[src/hdl/ray_collision_time_assert.svh]
// assertion macros for the ray collision time block
`ifndef RAY_COLLISION_TIME_ASSERT_SVH
`define RAY_COLLISION_TIME_ASSERT_SVH
`ifndef SYNTHESIS
`define RCT_ASSERT(lbl, prop, msg) \
	lbl: assert property (@(posedge clk) disable iff (!arst_n) prop) else $error(msg);
`define RCT_ASSERT_ALWAYS(lbl, prop, msg) \
	lbl: assert property (@(posedge clk) prop) else $error(msg);
`else
`define RCT_ASSERT(lbl, prop, msg)
`define RCT_ASSERT_ALWAYS(lbl, prop, msg)
`endif
`endif

[src/hdl/rct_pkg.sv]
`default_nettype none
package rct_pkg;

	typedef struct packed {
		logic seg;
		logic overlap;
		logic miss;
	} ctl_t;

	typedef struct packed {
		logic full;
		logic empty;
	} qstat_t;

	typedef enum logic [1:0] {
		CLS_FINITE = 2'd0,
		CLS_PINF   = 2'd1,
		CLS_MINF   = 2'd2
	} class_t;

	localparam int HIT_W = 32;
	localparam int QUOT_W = HIT_W - 1;
	localparam logic [HIT_W-1:0] HIT_MAX = {1'b0, {QUOT_W{1'b1}}};
	localparam int QUEUE_DEPTH = 4;
	localparam int QUEUE_AW = $clog2(QUEUE_DEPTH);

endpackage
`default_nettype wire

[src/hdl/rct_queue.sv]
`default_nettype none
module rct_queue #(
	parameter int DATA_W = 300
) (
	input wire logic clk,
	input wire logic arst_n,
	input wire logic push,
	input rct_pkg::ctl_t push_ctl,
	input wire logic [DATA_W-1:0] push_data,
	input wire logic pop,
	output rct_pkg::ctl_t head_ctl,
	output logic [DATA_W-1:0] head_data,
	output rct_pkg::qstat_t qstat
);
	localparam int QA = rct_pkg::QUEUE_AW;

	logic [DATA_W-1:0] data_q [rct_pkg::QUEUE_DEPTH];
	rct_pkg::ctl_t ctl_q [rct_pkg::QUEUE_DEPTH];
	logic [QA-1:0] wr_q, rd_q;
	logic [QA:0] cnt_q;

	always_ff @(posedge clk or negedge arst_n) begin
		if (!arst_n) begin
			wr_q <= '0;
			rd_q <= '0;
			cnt_q <= '0;
		end else begin
			if (push) wr_q <= wr_q + 1'b1;
			if (pop) rd_q <= rd_q + 1'b1;
			if (push && !pop) cnt_q <= cnt_q + 1'b1;
			else if (!push && pop) cnt_q <= cnt_q - 1'b1;
		end
	end

	always_ff @(posedge clk) begin
		if (push) begin
			data_q[wr_q] <= push_data;
			ctl_q[wr_q] <= push_ctl;
		end
	end

	assign head_ctl = ctl_q[rd_q];
	assign head_data = data_q[rd_q];
	assign qstat.full = cnt_q == (QA + 1)'(rct_pkg::QUEUE_DEPTH);
	assign qstat.empty = cnt_q == '0;
endmodule
`default_nettype wire

[config.mk]
export PLATFORM = sky130hd
export DESIGN_NAME = rct_queue
export DESIGN_NICKNAME = d
export VERILOG_FILES = /design/src/hdl/ray_collision_time_assert.svh /design/src/hdl/rct_pkg.sv /design/src/hdl/rct_queue.sv
export SDC_FILE = /design/constraint.sdc
export NUM_CORES = 1
export LEC_CHECK = 0
export ABC_AREA = 1
export BUFFER_PORTS_ARGS = -buffer_cell sky130_fd_sc_hd__buf_2
export CAP_MARGIN = 30
export CORE_ASPECT_RATIO = 1.4
export CORE_MARGIN = 3
export CORE_UTILIZATION = 49
export DETAILED_ROUTE_END_ITERATION = 8
export GPL_TIMING_DRIVEN = 0
export PLACE_DENSITY = 0.75
export RECOVER_POWER = 50
export SYNTH_ARGS = -nofsm -noshare
export SYNTH_HDL_FRONTEND = slang
export SYNTH_SLANG_ARGS = --single-unit
[constraint.sdc]
create_clock -name clk -period 12.7 [get_ports clk]
set_clock_uncertainty 0.05 [all_clocks]
set_input_delay 1.27 -clock clk [delete_from_list [all_inputs] [get_ports clk]]
set_output_delay 1.27 -clock clk [all_outputs]
set_load 0.01 [all_outputs]
==> metrics, run 1 <==
outcome=complete, but fails checks; failing checks=capacitance limit, slew limit; latest clock arrival within the worst-skew pair=710 ps; die height=377.2 um; Area Growth Syn to Fin=16.91%; Worst Path Arrival=7710 ps; GRT Residual Overflow=0; I/O pin count=612; design area=56380 sq um; CP Launch Type=input pin; number of setup buffers added after CTS=0; Post-Route WL=125.8 mm; final setup vio count=0; Clock transition at path regs=70 ps; clock sink total=1219; Pwr Total=0.01392 W; slew margin rel.=-363.0%; Mapped Cells=3583; Chip Width=271.1 um; Pleak=21.77 nW; Fill cells=7527; synth warn=0; initial cell density of the core=49.65%; Synth area leaders=edfxtp_1 75%, o211ai_1 9.4%, nand2_1 7.2%; Root Buffer=clkbuf_16; Final Critical Period=7499 ps; share of cells above drive strength 1=13.63%; #FFs+latches synth=1219; Placed Area=53240 sq um; Vias/cell=5.296; critical path data required time=12910 ps; RSZ-0062 raised after global routing=no; first-pass GRT wire length=183.1 mm; vias in the first global route=29934; max capacitance violation total=5; post-route ant nets=0; # DRC=0; Worst Max-Slew Pin Slew=6945 ps; crit path max fanout=108; Post-CTS Resized=0; routability cong.=0.8464; Hold Fails Final Rpt=0; initial antenna violation count=37; Yosys top cell by area=edfxtp_1; core area=97120 sq um; DP Cell Count=5506; drt pass-1 iters=5; Non-Filler Instances=5737; initial drt markers=2639; cell area after synthesis=48220 sq um; largest net degree at the start of global routing=109; vias=30385; register area share after synthesis=75.83%; total CTS buffers=109; final slew viol count=410; CTS tree=yes; VDD IR-drop max=0.2301 mV; crit share post-route=59.05%; syn_area_per_cell=13.46 sq um; cts hold-fix bufs=0; DP HPWL=82.40 mm; GRT Overall Usage=23.80%; port bufs=611; Worst setup EP type=register; power density cells=246.9 nW/um^2; Crit Path Category=input pin to register; Final nets=4629; average routed wire per standard cell=21.93 um; row cnt=135; hold crit path type=input pin to asynchronous set/reset pin; Fmax=0.1333 GHz; Synthesized Nets=3896; post-synthesis cell type count=18; die area=102300 sq um; top cell type's share of synthesized area=75.47%; CTS HTree Levels=3; CTS Buffer Depth=3
## final cells by class
| type | count | area, sq um | area share [%] |
|---|---|---|---|
| multi-input cells | 1543 | 8154 | 14.46 |
| diodes | 35 | 87.58 | 0.1554 |
| clock inverters | 61 | 664.4 | 1.178 |
| plain buffers | 203 | 1171 | 2.077 |
| inverters | 618 | 2325 | 4.124 |
| well taps | 1301 | 1628 | 2.887 |
| flip-flops and latches | 1219 | 36570 | 64.87 |
| clock buffers | 135 | 2846 | 5.049 |
| repair buffers | 622 | 2930 | 5.198 |
## stage by stage
stage	setup WS (ps)	hold slack, ps	util, %	TNS (ps)
after floorplan	4584	413.4	-	0
after global placement	-362.6	440.2	54.48	-295040
after detailed placement	8978	449.6	54.82	0
after CTS	8414	274.1	58.43	0
after global routing	4582	396.6	58.01	0
final	5201	393.8	58.05	0
## metal layers
layer | GRT usage (%) | vias to the layer above | part of all wire (%)
li1 | - | 14043 | -
met1 | 27.82 | 14852 | 36
met2 | 40.98 | 1240 | 51
met3 | 6.539 | 242 | 9.2
met4 | 10.92 | 8 | 3.8
met5 | 0 | - | 0.048
## worst max-delay path, cell delays in order
cell	delay (ps)
clkbuf_1	100
clkbuf_1	190
nand2_1	120
clkinvlp_2	4310
buf_16	1510
## registers in the layout (all words and copies together), names as in the netlist
signal,count
cnt_q,3
ctl_q,12
data_q,1200
rd_q,2
wr_q,2
## power by group
| part | switching [W] | total, W | internal [W] |
|---|---|---|---|
| logic | 0.00362 | 0.00520 | 0.00158 |
| clock network | 0.00143 | 0.00325 | 0.00182 |
| registers | 0.000156 | 0.00547 | 0.00531 |
| total | 0.00521 | 0.0139 | 0.00871 |
## cells by family (layout without fill, tap and decap cells)
kind of cell	count (synthesis)	after routing	synth area share [%]
fa+ha+maj	6	6	0.1712
flops	1219	1219	75.83
compound gates	607	607	9.444
simple gates	926	926	7.221
other cells	0	35	0
buf+inv	821	1639	7.257
xor+xnor	4	4	0.07266
## synth_stat cells
library cell and number:
buf_4 8, o21ai_0 1, inv_2 1, ha_1 5, edfxtp_1 1212, xnor2_1 1
dfrtp_1 7, buf_6 37, xor2_1 3, clkbuf_1 70, nor3_1 2, nand4_1 1
inv_1 617, fa_1 1, nand3_1 1, nand2_1 922, buf_2 88, o211ai_1 606
## worst paths after layout
check	start	to	slack, ps	cells after the start
hold / removal	arst_n	wr_q[0]	390	1
max in group asynchronous	arst_n	cnt_q[0]	11930	1
hold reg to reg	cnt_q[2]	cnt_q[2]	480	2
setup / recovery	push	data_q[3][217]	5200	5
min in group clk	cnt_q[2]	cnt_q[2]	480	2
setup reg to reg	wr_q[0]	data_q[3][217]	5460	4
## cell usage in the layout, fill, tap and decap left out, types with 2 or more instances in the layout
master and count:
o211ai_1 606, xor2_1 3, inv_6 2, buf_2 392
inv_1 613, edfxtp_1 1212, clkbuf_16 110, buf_4 8
buf_16 9, bufinv_16 11, clkinvlp_2 4, clkinv_16 2
buf_6 36, nor3_1 2, nand2_1 922, clkinvlp_4 8
diode_2 35, clkbuf_1 405, clkinv_2 14, clkinv_1 21
dfrtp_1 7, ha_1 5
Power figures use the tool's default switching activity.
==> run 2, diff against run 1 <==
- ABC_AREA: 1 -> 0
- PLACE_DENSITY: 0.75 -> 0.76
- clock period: 12.7 -> 7.3 ns (I/O delays scaled with it)
==> metrics, run 2 <==
Root Buffer=clkbuf_16; cell with the most instances after synthesis=edfxtp_1; GRT Residual Overflow=0 (unchanged); Post-synth top cells=1212 x edfxtp_1, 303 x mux4_2, 33 x buf_2, 29 x buf_6, 7 x dfrtp_1; largest net degree at the start of global routing=60 (-45%); RSZ-0062 raised after global routing=no; DP Cell Count=3431 (-38%); vias in the first global route=22029 (-26%); syn_area_per_cell=27.29 sq um (+100%); initial drt markers=1934 (-27%); port bufs=611 (unchanged); Synthesized Nets=1930 (-50%); final setup vio count=0 (unchanged); die area=93740 sq um (-8.3%); top cell type's share of synthesized area=82.48% (+7.0 points); register area share after synthesis=82.88% (+7.0 points); drt pass-1 iters=5 (unchanged); Vias/cell=5.634 (+6.4%); VDD IR-drop max=0.3334 mV (+45%); latest clock arrival within the worst-skew pair=680 ps (-30 ps); Pleak=17.07 nW (-22%); post-route ant nets=0 (unchanged); hold crit path type=input pin to register; core area=88770 sq um (-8.6%); slew margin rel.=-156.3% (+210 points); power density cells=412.4 nW/um^2 (+67%); total CTS buffers=106 (-2.8%); CTS Buffer Depth=3 (unchanged); average routed wire per standard cell=27.06 um (+23%); Worst Path Arrival=4790 ps (-2920 ps); I/O pin count=612 (unchanged); Post-synth top flop=edfxtp_1; max capacitance violation total=4 (-1); commonest non-fill, non-tap cells in the layout=1212 x edfxtp_1, 339 x buf_2, 335 x clkbuf_1; failing checks=capacitance limit, slew limit; CP bufs+invs=2 (-2); die height=361.1 um (-4.3%); Final nets=2674 (-42%); CP Launch Type=register; initial antenna violation count=28 (-24%); Worst Max-Slew Pin Slew=3845 ps (-3099 ps); Mapped Cells=1617 (-55%); Worst setup EP type=register; # DRC=0 (unchanged); hold_ws=244.0 ps (-149.9 ps); cell area after synthesis=44120 sq um (-8.5%); setup ws final=2792 ps (-2409 ps); hold_sp=push_data[61]; Area Growth Syn to Fin=18.77%; GRT Overall Usage=21.20% (-2.6 points); Worst path top cell family by delay=simple AND/OR/NAND/NOR gates; #FFs+latches synth=1219 (unchanged); Final Critical Period=4508 ps; Yosys top cell by area=edfxtp_1; share of cells above drive strength 1=34.36% (+21 points); most common cell after layout, fill and taps aside=edfxtp_1; first-pass GRT wire length=146.3 mm (-20%); crit share post-route=61.75%; Fmax=0.2218 GHz; Non-Filler Instances=3644 (-36%); row cnt=129 (-4.4%); Clock transition at path regs=70 ps (about the same); setup TNS=0 ps (unchanged); Largest regs=data_q: 1200 flops, ctl_q: 12 flops, cnt_q: 3 flops; vias=20532 (-32%); Hold Fails Final Rpt=0 (unchanged); Synth area leaders=edfxtp_1 82%, mux4_2 15%, buf_6 0.74%; fraction of registers with async set/reset=0.5742% (unchanged); CTS HTree Levels=3 (unchanged); DP HPWL=65.12 mm (-21%); max incr delay on CP=2740 ps (-1570 ps); critical path's slowest cell=and2_0; outcome=complete, but fails checks; Chip Width=259.6 um (-4.2%); Post-synth EDFFs=1212 (unchanged); clock sink total=1219 (unchanged); crit path launch=wr_q[0]; max reg flops=1200 (unchanged); Post-Route WL=98.61 mm (-22%); final slew viol count=129 (-69%); worst path cell trace=ha_1 -> and2_0 -> buf_16 -> buf_16; Top reg by flops=data_q; CP dominant cell by count=buf_16; crit path max fanout=55 (-49%); Placed Area=49300 sq um (-7.4%); synth warn=0 (unchanged); Crit Path Category=register to register; post-synthesis cell type count=18 (unchanged); pre-CTS setup slack=4228 ps (-4750 ps); design area=52410 sq um (-7.0%); critical path data required time=7580 ps (-5330 ps); worst r2r src=wr_q[0]; initial cell density of the core=49.70% (+0.052 points); routability cong.=0.7623 (-9.9%); CTS tree=yes
## run 2: routing by layer
metal	vias to the layer above	track usage, %	share of wire (%)
met5	-	0	0.10
met4	14	9.283	3.9
met3	192	5.293	8.2
met2	919	36.27	53
met1	10833	25.67	35
li1	8574	-	-
## run 2: final timing paths
path	end	slack [ps]	depth (start not counted)
worst max-delay path	data_q[3][177]	2790	4
worst min-delay path	data_q[1][61]	240	1
worst max register to register	data_q[3][177]	2790	4
worst min register to register	cnt_q[2]	460	1
max in group asynchronous	cnt_q[1]	6500	2
min in group asynchronous	wr_q[0]	420	2
## run 2: kinds of logic (layout without fill, tap and decap cells)
family                   after synthesis  count (layout)  synth area share, %
buffers and inverters                 72             900                1.199
other                                  0              20                    0
flip-flops                          1219            1219                82.88
XOR/XNOR                               6               6               0.1191
AO/OA/AOI/OAI                          1               1              0.01133
adder cells (fa/ha/maj)                6               6               0.1872
multiplexers                         304             304                15.49
AND/OR/NAND/NOR                        9               9               0.1106
## run 2: stage by stage
stage	power, W	util [%]
after floorplan	0.01365	-
after global placement	0.01629	54.82
after detailed placement	0.01633	55.53
after CTS	0.02191	59.43
after global routing	0.02250	59.03
final	0.02161	59.03
## run 2: power by group
part	switching [W]	internal, W
Sequential	0.000300	0.00915
Clock	0.00242	0.00307
Combinational	0.00376	0.00292
Total	0.00648	0.0151
## run 2: area by class of cell
class                           count  area (sq um)
Antenna cell                       20         50.05
Buffer                             68         499.2
Clock buffer                      135          2865
Clock inverter                     57         586.8
Fill cell                        6277         36370
Inverter                            4         15.01
Multi-Input combinational cell    326          7024
Sequential cell                  1219         36570
Tap cell                         1179          1475
Timing Repair Buffer              636          3319
## run 2: what timing repair did
action	CTS	global route
buffers inserted	0	0
hold buffers	1	0
gates resized for setup	0	0
endpoints found under the hold margin	7	0
==> run 3, diff against run 2 <==
- PLACE_DENSITY: 0.76 -> 0.78
- clock period: 7.3 -> 3.8 ns (I/O delays scaled with it)
==> metrics, run 3 (same netlist as run 2, synthesis figures left out) <==
Fill cells=5859 (-6.7%); share of cells above drive strength 1=31.33% (-3.0 points); RSZ-0062 raised after global routing=no; GRT Residual Overflow=0 (unchanged); critical path data required time=4100 ps (-3480 ps); crit share post-route=92.52%; setup ws final=284.3 ps (-2508 ps); I/O pin count=612 (unchanged); Crit Path Category=input pin to register; Final nets=2976 (+11%); Final Critical Period=3516 ps; vias in the first global route=24075 (+9.3%); Hold Fails Final Rpt=0 (unchanged); Fmax=0.2844 GHz; footprint of the multi-input gates=7028 sq um (about the same); initial antenna violation count=17 (-39%); Chip Width=259.6 um (unchanged); port bufs=611 (unchanged); max reg flops=1200 (unchanged); Worst Max-Slew Pin Slew=2357 ps (-1489 ps); initial drt markers=2123 (+9.8%); core area=88770 sq um (unchanged); Root Buffer=clkbuf_16; first-pass GRT wire length=159.0 mm (+8.7%); Pleak=18.43 nW (+7.9%); vias=21995 (+7.1%); setup TNS=0 ps (unchanged); CTS Buffer Depth=3 (unchanged); slew margin rel.=-57.11% (+99 points); total CTS buffers=106 (unchanged); hold crit path type=input pin to register; Worst setup EP type=register; row cnt=129 (unchanged); GRT Overall Usage=23.11% (+1.9 points); die height=361.1 um (unchanged); Area Growth Syn to Fin=26.04%; power density cells=768.7 nW/um^2 (+86%); Register Area=36570 sq um (unchanged); clock sink total=1219 (unchanged); CTS HTree Levels=3 (unchanged); final slew viol count=38 (-71%); Vias/cell=5.574 (-1.1%); DP HPWL=63.64 mm (-2.3%); Top reg by flops=data_q; failing checks=capacitance limit, slew limit; drt pass-1 iters=5 (unchanged); Post-Route WL=107.9 mm (+9.4%); die area=93740 sq um (unchanged); largest net degree at the start of global routing=62 (+3.3%); routability cong.=0.7867 (+3.2%); Largest regs=data_q: 1200 flops, ctl_q: 12 flops, cnt_q: 3 flops; CP Launch Type=input pin; max capacitance violation total=1 (-3); initial cell density of the core=49.70% (unchanged); # DRC=0 (unchanged); latest clock arrival within the worst-skew pair=680 ps (about the same); average routed wire per standard cell=27.34 um (+1.0%); hold_ws=440.4 ps (+196.5 ps); CTS tree=yes; Worst Path Arrival=3810 ps (-980 ps); outcome=complete, but fails checks; post-route ant nets=0 (unchanged); most common cell after layout, fill and taps aside=edfxtp_1; fin util=62.65% (+3.6 points); VDD IR-drop max=0.5372 mV (+61%); number of setup buffers added after CTS=0 (unchanged); pre-CTS setup slack=915.2 ps (-3313 ps); crit path max fanout=60 (+9.1%); final setup vio count=0 (unchanged); commonest non-fill, non-tap cells in the layout=1212 x edfxtp_1, 340 x buf_2, 324 x clkbuf_1; Clock transition at path regs=70 ps (about the same)
==> run 3: cell types whose count changed in the layout (fill, tap and decap cells not counted), moves of 3 or more <==
cell,change
bufinv_16,+10
clkinv_1,-8
and2_0,-4
clkbuf_1,-11
and2_2,+3
dlygate4sd3_1,+306
diode_2,-4
clkinvlp_4,+8
clkbuf_8,-4
clkinv_2,+8
==> run 3: path summary, 6_finish.rpt <==
path	from	endpoint	slack (ps)	depth (start not counted)
setup / recovery	push	data_q[3][218]	280	5
hold / removal	push_data[117]	data_q[3][117]	440	2
setup reg to reg	wr_q[0]	data_q[3][218]	290	4
hold reg to reg	cnt_q[2]	cnt_q[2]	450	1
max in group asynchronous	arst_n	wr_q[0]	2800	3
min in group asynchronous	arst_n	rd_q[1]	630	3
==> run 3: worst max-delay path, cell delays in order <==
cell           delay (ps)
dlygate4sd3_1         530
clkbuf_1              290
and2_1               1780
buf_16                370
buf_16                330
==> run 3: cell type report <==
cell class              instances  share of cell area, %
flip-flops and latches       1219                  65.76
multi-input cells             326                  12.64
repair buffers                938                  11.33
clock buffers                 121                  4.947
well taps                    1179                  2.652
clock inverters                75                  1.667
plain buffers                  68                 0.9112
diodes                         16                0.07199
inverters                       4                0.02700
==> run 3: stage by stage <==
stage / cells / cell area [sq um] / power, W
4_1_cts: 3930 / 55970 / 0.04299
3_3_place_gp: 3407 / 48670 / 0.03098
6_report: 3946 / 55610 / 0.04275
3_5_place_dp: 3427 / 49220 / 0.03134
2_1_floorplan: 1617 / 44130 / 0.02601
5_1_grt: 3940 / 55600 / 0.04442
==> run 3: where the power goes <==
| group | leakage (nW) | internal, W | switching [W] |
|---|---|---|---|
| combinational | 5.43 | 0.00575 | 0.00747 |
| clock | 1.78 | 0.00647 | 0.00486 |
| sequential | 11.2 | 0.0176 | 0.000643 |
==> run 3: what timing repair did <==
item                                   in CTS  in global routing
hold buffers                              307                  0
resized for setup                           0                  0
endpoints found under the hold margin    1223                  0
==> run 3: layer usage <==
metal  wire (um)  track usage [%]
met2       57190            39.71
met4        5237            11.59
met3        7979            5.202
met5          37                0
met1       37430            27.55
